[src/rtl/core/ucb1_pkg.sv]
// Package for the UCB1 arm index unit: sequencer states and fixed-point constants.
// Has no dependencies; the top level imports it.
`default_nettype none
package ucb1_pkg;

  typedef enum logic [2:0] {
    ST_IDLE,
    ST_DIV_A,
    ST_LN_SQ,
    ST_LN_FRAC,
    ST_LN_INT,
    ST_DIV_C,
    ST_SQRT,
    ST_OUT
  } ucb1_state_e;

  localparam int unsigned FRAC_BITS = 15;
  localparam int unsigned CFG_W     = 14;
  localparam int unsigned VAC_W     = 3;
  localparam int unsigned A_W       = 16;
  localparam int unsigned B_W       = 19;
  localparam int unsigned Q_W       = 18;
  localparam int unsigned M_W       = 32;
  localparam int unsigned V_W       = B_W + FRAC_BITS;
  localparam int unsigned SQRT_STEPS = V_W / 2;

  localparam logic [M_W-1:0]   LN2_Q32   = 32'hB17217F7;
  localparam logic [CFG_W-1:0] CFG_RESET = 14'd11;
  localparam logic [VAC_W-1:0] VAC_MAX   = 3'd4;

endpackage
`default_nettype wire

[src/rtl/core/ucb1_arm_index_unit.sv]
// UCB1 arm index unit: arm statistics and an iterative index datapath.
// Depends on ucb1_pkg for states and constants.
// The result is formed from the input transfer by two bit-serial divisions, 32
// squarings and 17 square-root steps.
// One item is processed at a time; input stall is high until the result is registered.
// Reset loads sum one, play count one, step count 11 and start total 11.
`default_nettype none
module ucb1_arm_index_unit import ucb1_pkg::*; #(
  parameter int unsigned COUNT_BITS = 14
) (
  input  wire logic                 clk_i,
  input  wire logic                 rst_ni,
  input  wire logic                 cfg_we_i,
  input  wire logic [CFG_W-1:0]     cfg_wdata_i,
  input  wire logic                 in_valid_i,
  output logic                      in_stall_o,
  input  wire logic                 action_i,
  input  wire logic                 played_i,
  input  wire logic [VAC_W-1:0]     vacant_channels_i,
  output logic                      out_valid_o,
  input  wire logic                 out_stall_i,
  output logic [Q_W-1:0]            q_index_o
);

  localparam int unsigned CB    = COUNT_BITS;
  localparam int unsigned SUM_W = CB + FRAC_BITS;
  localparam int unsigned CW    = $clog2(SUM_W);
  localparam int unsigned KW    = $clog2(CB);
  localparam int unsigned SW    = (CB > CFG_W) ? CB : CFG_W;
  localparam int unsigned LN_W  = M_W + KW + 1;
  localparam logic [CB-1:0]    COUNT_MAX = {CB{1'b1}};
  localparam logic [SUM_W-1:0] SUM_MAX   = {SUM_W{1'b1}};
  localparam logic [CB-1:0]    COUNT_ONE = CB'(1);

  ucb1_state_e state_q, state_d;

  logic [CFG_W-1:0] start_q;
  logic [SUM_W-1:0] sum_q;
  logic [CB-1:0]    play_q, step_q;
  logic             out_valid_q;
  logic [Q_W-1:0]   q_out_q;

  logic [CW-1:0]    cnt_q;
  logic [SUM_W-1:0] num_q;
  logic [CB-1:0]    rem_q;
  logic [A_W-1:0]   a_q;
  logic [M_W-1:0]   m_q, frac_q;
  logic [KW-1:0]    k_q;
  logic [2*M_W-1:0] prod_q;
  logic [V_W-1:0]   v_q, res_q, bit_q;

  logic             accept;
  logic             load_out;
  logic [CW-1:0]    cnt_last;
  logic             cnt_done;
  logic [M_W-1:0]   mul_a, mul_b;
  logic [2*M_W-1:0] prod;

  // Statistics update for the item being transferred.
  logic [15:0]      reward;
  logic [SUM_W:0]   sum_add;
  logic [SUM_W-1:0] sum_new;
  logic [CB-1:0]    play_new, step_new, start_clamped;
  logic [SW-1:0]    start_ext;

  always_comb begin
    start_ext = SW'(start_q);
    if (start_ext > SW'(COUNT_MAX)) begin
      start_clamped = COUNT_MAX;
    end else begin
      start_clamped = start_ext[CB-1:0];
    end
    reward   = (vacant_channels_i <= VAC_MAX) ? {vacant_channels_i, 13'd0} : 16'd0;
    sum_add  = {1'b0, sum_q} + (SUM_W+1)'(reward);
    sum_new  = sum_add[SUM_W] ? SUM_MAX : sum_add[SUM_W-1:0];
    play_new = (play_q == COUNT_MAX) ? play_q : play_q + COUNT_ONE;
    step_new = (step_q == COUNT_MAX) ? step_q : step_q + COUNT_ONE;
  end

  // Bit-serial restoring divider step, shared by both divisions.
  logic [CB-1:0] den;
  logic [CB:0]   rem_sh;
  logic          qbit;
  logic [CB-1:0] rem_next;
  logic [SUM_W-1:0] quo_next;

  always_comb begin
    den      = (play_q == '0) ? COUNT_ONE : play_q;
    rem_sh   = {rem_q, num_q[SUM_W-1]};
    qbit     = (rem_sh >= {1'b0, den});
    rem_next = qbit ? CB'(rem_sh - {1'b0, den}) : rem_sh[CB-1:0];
    quo_next = {num_q[SUM_W-2:0], qbit};
  end

  // Shared multiplier.
  assign prod = mul_a * mul_b;

  // Logarithm helpers.
  logic [KW-1:0]  k_new;
  logic [M_W-1:0] m_new;
  logic [M_W:0]   sq;
  logic [LN_W-1:0] ln_q32;
  logic [LN_W-18:0] ln_r;
  logic [B_W-1:0] b_val;

  always_comb begin
    k_new = '0;
    for (int i = 1; i < CB; i++) begin
      if (step_q[i]) begin
        k_new = KW'(i);
      end
    end
    m_new  = {{(M_W-CB){1'b0}}, step_q} << (5'd31 - 5'(k_new));
    sq     = prod[2*M_W-1:M_W-1];
    ln_q32 = LN_W'(prod[KW+M_W-1:0]) + LN_W'(prod_q[2*M_W-1:M_W]);
    ln_r   = ln_q32[LN_W-1:17];
    b_val  = (ln_r > (LN_W-17)'({B_W{1'b1}})) ? {B_W{1'b1}} : B_W'(ln_r);
  end

  // Square-root step.
  logic [V_W-1:0] trial;
  logic           take;
  always_comb begin
    trial = res_q + bit_q;
    take  = (v_q >= trial);
  end

  logic [Q_W:0]   q_sum;
  logic [Q_W-1:0] q_val;
  always_comb begin
    q_sum = (Q_W+1)'(a_q) + (Q_W+1)'(res_q[SQRT_STEPS-1:0]);
    q_val = q_sum[Q_W] ? {Q_W{1'b1}} : q_sum[Q_W-1:0];
  end

  // Sequencer: next state.
  always_comb begin
    state_d = state_q;
    unique case (state_q)
      ST_IDLE:    if (accept) state_d = ST_DIV_A;
      ST_DIV_A:   if (cnt_done) state_d = ST_LN_SQ;
      ST_LN_SQ:   if (cnt_done) state_d = ST_LN_FRAC;
      ST_LN_FRAC: state_d = ST_LN_INT;
      ST_LN_INT:  state_d = ST_DIV_C;
      ST_DIV_C:   if (cnt_done) state_d = ST_SQRT;
      ST_SQRT:    if (cnt_done) state_d = ST_OUT;
      ST_OUT:     if (load_out) state_d = ST_IDLE;
      default:    state_d = ST_IDLE;
    endcase
  end

  // Sequencer: outputs.
  always_comb begin
    in_stall_o = (state_q != ST_IDLE);
    accept     = in_valid_i && (state_q == ST_IDLE);
    load_out   = (state_q == ST_OUT) && (!out_valid_q || !out_stall_i);
    mul_a      = m_q;
    mul_b      = m_q;
    cnt_last   = CW'(SUM_W - 1);
    unique case (state_q)
      ST_LN_SQ:   cnt_last = CW'(M_W - 1);
      ST_SQRT:    cnt_last = CW'(SQRT_STEPS - 1);
      ST_LN_FRAC: begin
        mul_a = frac_q;
        mul_b = LN2_Q32;
      end
      ST_LN_INT:  begin
        mul_a = M_W'(k_q);
        mul_b = LN2_Q32;
      end
      default: ;
    endcase
    cnt_done = (cnt_q == cnt_last);
  end

  always_ff @(posedge clk_i or negedge rst_ni) begin
    if (!rst_ni) begin
      state_q     <= ST_IDLE;
      start_q     <= CFG_RESET;
      sum_q       <= SUM_W'(1) << FRAC_BITS;
      play_q      <= COUNT_ONE;
      step_q      <= CB'(CFG_RESET);
      out_valid_q <= 1'b0;
      cnt_q       <= '0;
    end else begin
      state_q <= state_d;
      if (cfg_we_i) begin
        start_q <= cfg_wdata_i;
      end
      if (accept) begin
        if (!action_i) begin
          sum_q  <= SUM_W'(1) << FRAC_BITS;
          play_q <= COUNT_ONE;
          step_q <= start_clamped;
        end else begin
          step_q <= step_new;
          if (played_i) begin
            sum_q  <= sum_new;
            play_q <= play_new;
          end
        end
      end
      if (load_out) begin
        out_valid_q <= 1'b1;
      end else if (!out_stall_i) begin
        out_valid_q <= 1'b0;
      end
      if (accept || cnt_done || state_q == ST_LN_INT) begin
        cnt_q <= '0;
      end else begin
        cnt_q <= cnt_q + CW'(1);
      end
    end
  end

  always_ff @(posedge clk_i) begin
    prod_q <= prod;
    if (load_out) begin
      q_out_q <= q_val;
    end
    unique case (state_q)
      ST_IDLE: begin
        num_q <= (action_i && played_i) ? sum_new : (action_i ? sum_q : SUM_W'(1) << FRAC_BITS);
        rem_q <= '0;
      end
      ST_DIV_A: begin
        num_q <= quo_next;
        rem_q <= rem_next;
        if (cnt_done) begin
          a_q    <= (quo_next > SUM_W'({A_W{1'b1}})) ? {A_W{1'b1}} : A_W'(quo_next);
          m_q    <= m_new;
          k_q    <= k_new;
          frac_q <= '0;
        end
      end
      ST_LN_SQ: begin
        if (sq[M_W]) begin
          m_q    <= sq[M_W:1];
          frac_q <= {frac_q[M_W-2:0], 1'b1};
        end else begin
          m_q    <= sq[M_W-1:0];
          frac_q <= {frac_q[M_W-2:0], 1'b0};
        end
      end
      ST_LN_INT: begin
        num_q <= SUM_W'(b_val);
        rem_q <= '0;
      end
      ST_DIV_C: begin
        num_q <= quo_next;
        rem_q <= rem_next;
        if (cnt_done) begin
          v_q   <= {quo_next[B_W-1:0], {FRAC_BITS{1'b0}}};
          res_q <= '0;
          bit_q <= V_W'(1) << (V_W - 2);
        end
      end
      ST_SQRT: begin
        if (take) begin
          v_q   <= v_q - trial;
          res_q <= (res_q >> 1) + bit_q;
        end else begin
          res_q <= res_q >> 1;
        end
        bit_q <= bit_q >> 2;
      end
      default: ;
    endcase
  end

  assign out_valid_o = out_valid_q;
  assign q_index_o   = q_out_q;

endmodule
`default_nettype wire
[config.mk]
export PLATFORM = sky130hd
export DESIGN_NAME = ucb1_arm_index_unit
export DESIGN_NICKNAME = d
export VERILOG_FILES = /design/src/rtl/core/ucb1_pkg.sv /design/src/rtl/core/ucb1_arm_index_unit.sv
export SDC_FILE = /design/constraint.sdc
export NUM_CORES = 2
export LEC_CHECK = 0
export ABC_AREA = 1
export ABC_CLOCK_PERIOD_IN_PS = 15650
export BUFFER_PORTS_ARGS = -buffer_cell sky130_fd_sc_hd__buf_4
export CAP_MARGIN = 20
export CELL_PAD_IN_SITES_DETAIL_PLACEMENT = 1
export CELL_PAD_IN_SITES_GLOBAL_PLACEMENT = 2
export CORE_MARGIN = 2
export CORE_UTILIZATION = 44
export DETAILED_ROUTE_END_ITERATION = 8
export PLACE_DENSITY_LB_ADDON = 0.1
export SLEW_MARGIN = 30
export SYNTH_ARGS = -nofsm -noshare
export SYNTH_HDL_FRONTEND = slang
export SYNTH_SLANG_ARGS = --single-unit
[constraint.sdc]
create_clock -name clk_i -period 15.65 [get_ports clk_i]
set_input_delay 2.3475 -clock clk_i [delete_from_list [all_inputs] [get_ports clk_i]]
set_output_delay 2.3475 -clock clk_i [all_outputs]
set_load 0.02 [all_outputs]
; Yosys cells after proc, flatten, opt, wreduce, memory -nomap -nowiden
; Cells that the tools add are included.
[totals]
ff_bits = 391
latch_bits = 0
mem_bits_rw = 0
romBits = 0
in_bits = 24
elab_cells = 141
memories = 0
[classes]
addsub = 11
mul = 1
div = 0
magnitude_cmp = 6
n_eq_ne = 21
shifts = 1
muxes = 57
bitwise_logic = 0
reduce_logical = 26
[ops]
columns = op, count
row1 = $pmux W34 S2, 3
row2 = $pmux W32 S2, 3
row3 = $mux W34, 5
row4 = $mux W29, 5
row5 = $mux W32, 4
row6 = $mux W14, 8
row7 = $pmux W29 S3, 1
row8 = $mul A32 B32 Y64, 1
row9 = $mux W4, 12
row10 = $add A36 B32 Y37, 1
row11 = $add A33 B34 Y34, 1
row12 = $add A34 B34 Y34, 1
row13 = $ge A34 B34 Y1, 1
row14 = $sub A34 B34 Y34, 1
row15 = $shl A14 B5 Y32, 1
row16 = $add A29 B16 Y30, 1
row17 = $gt A29 B16 Y1 const B, 1
row18 = $add A14 B1 Y14 const B, 2
row19 = $eq A14 B14 Y1 const B, 2
row20 = $pmux W14 S2, 1
row21 = $pmux W3 S8, 1
row22 = $gt A20 B19 Y1 const B, 1
row23 = $mux W19, 1
row24 = $add A16 B17 Y18, 1
row25 = other kinds (28), 64

; Longest topological paths before layout
[depth]
word_depth = 17
mapped_depth = 49
ltp_nobuf = 47

; Least setup slack after synthesis
; No wires, ideal clock.
[synth_path]
kind = register to register
startpoint = register state_q[0]
endpoint = register num_q[13], data pin
t_arrival_ps = 8681
t_required_ps = 15519
slack_ps = 6839
stages_incl_launch_ff = 46
n_path_buf = 3
period_less_slack_ps = 8811
path_cell_list = dfrtp_1 nor2_1 nand2_2 nand2_4 clkbuf_1 nor2_1 inv_1 nand2_1 inv_1 clkbuf_1 nand2_1 fa_1 inv_1 fa_1 inv_1 fa_1 inv_1 fa_1 [... 10 more ...] nor2_1 inv_1 nor2_1 inv_1 o21ai_2 xor2_1 ha_1 nand2_1 nor2_1 inv_1 nor3_1 nand3_1 nand2_2 inv_2 buf_6 nand3_1 nand2_1 nand2_1
[synth_between]
elab_chain_len = 8
[synth_lines]
columns = item, line
row1 = start: declaration, ucb1_arm_index_unit.sv:35  ; ucb1_state_e state_q, state_d;
row2 = start signal: assignment, ucb1_arm_index_unit.sv:185  ; state_q <= state_d;
row3 = $eq A3 B3 Y1 or $eq A3 B2 Y1 (tied branches), "ucb1_arm_index_unit.sv:159, ucb1_arm_index_unit.sv:220"
row4 = $reduce_or A2 Y1 (no source line), --
row5 = $mux W32, ucb1_arm_index_unit.sv:159  ; unique case (state_q)
row6 = $mul A32 B32 Y64, ucb1_arm_index_unit.sv:96  ; assign prod = mul_a * mul_b;
row7 = $add A36 B32 Y37, ucb1_arm_index_unit.sv:115  ; ln_q32 = LN_W'(prod[KW+M_W-1:0]) + LN_W'(prod_q[2*M_W-1:M_W]);
row8 = $gt A20 B19 Y1, ucb1_arm_index_unit.sv:117  ; b_val = (ln_r > (LN_W-17)'({B_W{1'b1}})) ? {B_W{1'b1}} : B_W'(ln_r);
row9 = $mux W19, ucb1_arm_index_unit.sv:117
row10 = $pmux W29 S3 *, ucb1_arm_index_unit.sv:220  ; unique case (state_q)
row11 = end signal: assignment, ucb1_arm_index_unit.sv:222  ; num_q <= (action_i && played_i) ? sum_new : (action_i ? sum_q : SUM_W'(1) << FRAC_BITS);
row12 = end signal: assignment, ucb1_arm_index_unit.sv:226  ; num_q <= quo_next;
row13 = end signal: assignment, ucb1_arm_index_unit.sv:245  ; num_q <= SUM_W'(b_val);
row14 = end: declaration, ucb1_arm_index_unit.sv:44  ; logic [SUM_W-1:0] num_q;
; Every way passes the cells marked *; elsewhere a longest branch is shown, timed or not.
; A chain may end at the register's enable or synchronous reset.

; Worst setup path after layout
[layout_path]
startpoint = register state_q[0]
endpoint = register m_q[22], data pin
[layout_between]
elab_chain_len = 6
[layout_lines]
columns = item, line
row1 = $eq A3 B3 Y1 or $eq A3 B2 Y1 (tied branches), ucb1_arm_index_unit.sv:159
row2 = $reduce_or A2 Y1 (no source line), --
row3 = $mux W32, ucb1_arm_index_unit.sv:159
row4 = $mul A32 B32 Y64, ucb1_arm_index_unit.sv:96
row5 = $mux W32, ucb1_arm_index_unit.sv:236  ; if (sq[M_W]) begin
row6 = $pmux W32 S2 *, ucb1_arm_index_unit.sv:220
row7 = end signal: assignment, ucb1_arm_index_unit.sv:230  ; m_q <= m_new;
row8 = end signal: assignment, ucb1_arm_index_unit.sv:237  ; m_q <= sq[M_W:1];
row9 = end signal: assignment, ucb1_arm_index_unit.sv:240  ; m_q <= sq[M_W-1:0];
row10 = end: declaration, ucb1_arm_index_unit.sv:47  ; logic [M_W-1:0] m_q, frac_q;
; Marked as above.

==> qor.txt <==
Post-CTS setup buffers -> 0
CTS H-tree depth -> 2
DP Worst Slack -> 3.25 ns
Worst slew pin tran -> 1.12 ns
Clk sinks -> 342
Period utilization -> 0.824
Fraction of layout cells with a size suffix above 1 -> 0.0432
Total CTS buffers -> 40
Avg Cell Area, Syn -> 7.98 um2
Crit Path Class -> reg2reg
Chip width -> 360 um
Vias in the first global route -> 51844
YS warnings -> 0
Via density -> 5.68
Clk root buf -> clkbuf_16
Io pins -> 44
RSZ-0062 raised after global routing -> no
Initial DRC count -> 4880
Clk slew on worst S/H paths -> 0.07 ns
DR WL/cell -> 27.9 um
Final Max Tran Viols -> 0
Final GP Congestion -> 0.973
CTS tree -> yes
Initial antenna violation count -> 3
Maximum buffer depth of the clock tree -> 3
Worst path arrival time -> 13.19 ns
Largest net degree at the start of global routing -> 65
Slew margin rel. -> 0.254
Max cap viols -> 0
Mapped Area -> 55800 um2
Min-Delay Path Class -> reg2reg
Gr ovfl total -> 0
Setup_tns -> 0 ns
Total global-route track usage -> 0.375
DR pass1 iterations -> 5
Drt drc -> 0
Max stage delay on crit path -> 0.89 ns
IO Port Bufs -> 43
Hold Vio Cnt, Final -> 0
CORE AREA -> 126000 um2
EDFF count, synth -> 230
Most used flip-flop cell after synthesis -> edfxtp_1
Starting Density -> 0.443
Net Count, Synth -> 8311
Fmax -> 0.0776 GHz
Most common cell after layout, fill and taps aside -> nand2_1
DR vias -> 49055
Final Net Count -> 8283
Die Y-Extent -> 360 um
Dpl hpwl -> 193000 um
Final WL -> 241000 um
Worst setup SP type -> flip-flop
Most frequent cells in the layout -> nand2_1 (1617), inv_1 (1488), fa_1 (900), nor2_1 (670), ha_1 (402)
Seq cells post-synth -> 342
CTS Hold Bufs -> 0
Area Overhead vs Synth -> 6.72%
Tmin final -> 12.89 ns
DP Area -> 58200 um2
Worst path slowest cell -> nand2_1
Seq/Total Area, Yosys -> 0.171
Number of distinct library cells after synthesis -> 63
Worst EP required -> 15.95 ns
Post-CTS sizing -> 0
Final Worst Setup Slack -> 2.76 ns
Rows -> 130
FFs w/ async S/R, synth -> 0.234
Status -> completed
Design Area, Final -> 59500 um2
Final setup violation count -> 0
Worst Setup End Kind -> flip-flop
Synth Instances -> 6985
Final clock skew -> 0.0236 ns
Worst-path fanout max -> 27
Worst-skew pair later-pin latency -> 0.58 ns
Final ANT Viol Nets -> 0
Area of the die -> 130000 um2
Global-route wire length before repair -> 355000 um
## cell usage after synthesis (6+ instances only)
master	instances	area (um2)
mux2_2	7	78.8
nor4_1	11	68.8
a31oi_1	34	213
nand4_1	41	257
a21o_1	22	165
nand3b_1	7	52.6
nor3_1	51	255
clkbuf_1	177	664
dfxtp_1	32	641
inv_2	15	56.3
dfrtp_1	72	1800
o22ai_1	29	181
xnor2_1	65	569
nand3_1	232	1160
o21a_1	15	113
or2_2	8	50.1
ha_1	402	5030
xor2_1	124	1090
buf_1	14	52.6
fa_1	900	18000
nand2_1	1617	6070
o21ai_0	235	1180
nor2_2	6	37.5
o21bai_1	27	203
dfstp_2	8	210
inv_1	1498	5620
nor2_1	680	2550
edfxtp_1	230	6910
clkinv_1	15	56.3
buf_2	15	75.1
a21oi_1	272	1360
a21boi_0	12	90.1
nand2_2	10	62.6
o211ai_1	16	120
o21ai_1	17	85.1
## flip-flops by register name, indices dropped and copies added, names as in the netlist, 4 cells and up
| register | count |
|---|---|
| play_q | 14 |
| res_q | 34 |
| bit_q | 17 |
| sum_q | 29 |
| prod_q | 32 |
| q_index_o | 18 |
| m_q | 32 |
| v_q | 34 |
| frac_q | 32 |
| a_q | 16 |
| num_q | 29 |
| cnt_q | 5 |
| rem_q | 14 |
| step_q | 14 |
| start_ext | 14 |
| k_q | 4 |
## final timing paths
path                                     startpoint  slack (ns)                       end  cells past startpoint
max                          state_q[0]$_DFFE_PN0P_        2.76         m_q[22]$_DFFE_PP_                     36
min                        start_ext[1]$_DFFE_PN1P_        0.50  start_ext[1]$_DFFE_PN1P_                      2
max reg2reg                  state_q[0]$_DFFE_PN0P_        2.76         m_q[22]$_DFFE_PP_                     36
min reg2reg                start_ext[1]$_DFFE_PN1P_        0.50  start_ext[1]$_DFFE_PN1P_                      2
max in group asynchronous                    rst_ni       12.83     sum_q[20]$_DFFE_PN0P_                      2
min in group asynchronous                    rst_ni        1.72     play_q[4]$_DFFE_PN0P_                      1
## per-layer routing
| layer | vias to the layer above | part of all wire | track usage |
|---|---|---|---|
| met1 | 25117 | 0.45 | 0.549 |
| li1 | 21213 | - | - |
| met4 | 2 | 0.045 | 0.141 |
| met5 | - | 0.000083 | 0 |
| met2 | 2240 | 0.40 | 0.529 |
| met3 | 483 | 0.11 | 0.0986 |
## kinds of logic after synthesis
logic type | count (synthesis) | synth area share
xor gates and xnor gates | 189 | 0.0297
adders and majority gates | 1302 | 0.413
and+or+nand+nor | 2680 | 0.192
DFF | 342 | 0.171
buffers and inverters | 1740 | 0.118
AOI/OAI and AO/OA | 725 | 0.0740
muxes | 7 | 0.00141
## worst max-delay path: cells and delay by family (launching register included)
kind,cells,cell delay (ns)
buffers and inverters,10,2.62
AND/OR/NAND/NOR,17,4.98
flip-flops,1,0.45
adder cells (fa/ha/maj),9,4.49
## layout make-up
class                   instances  area [um2]
fillers                     15394       66200
multi-input cells            4903       39800
flip-flops and latches        342        9560
inverters                    1528        5740
well taps                    1650        2060
clock buffers                  53        1100
repair buffers                142        1070
clock inverters                19         206
diodes                          4        10.0
## through the flow
stage               cells   util  hold WS (ns)
floorplan            6985      -         0.447
global placement     8564  0.462         0.479
detailed placement   8565  0.463         0.496
CTS                  8637  0.473         0.509
global route         8637  0.473         0.524
finish               8641  0.473         0.503
Power is not shown: default switching activity piles up to over one toggle a cycle in this logic, so the estimate is an artifact.
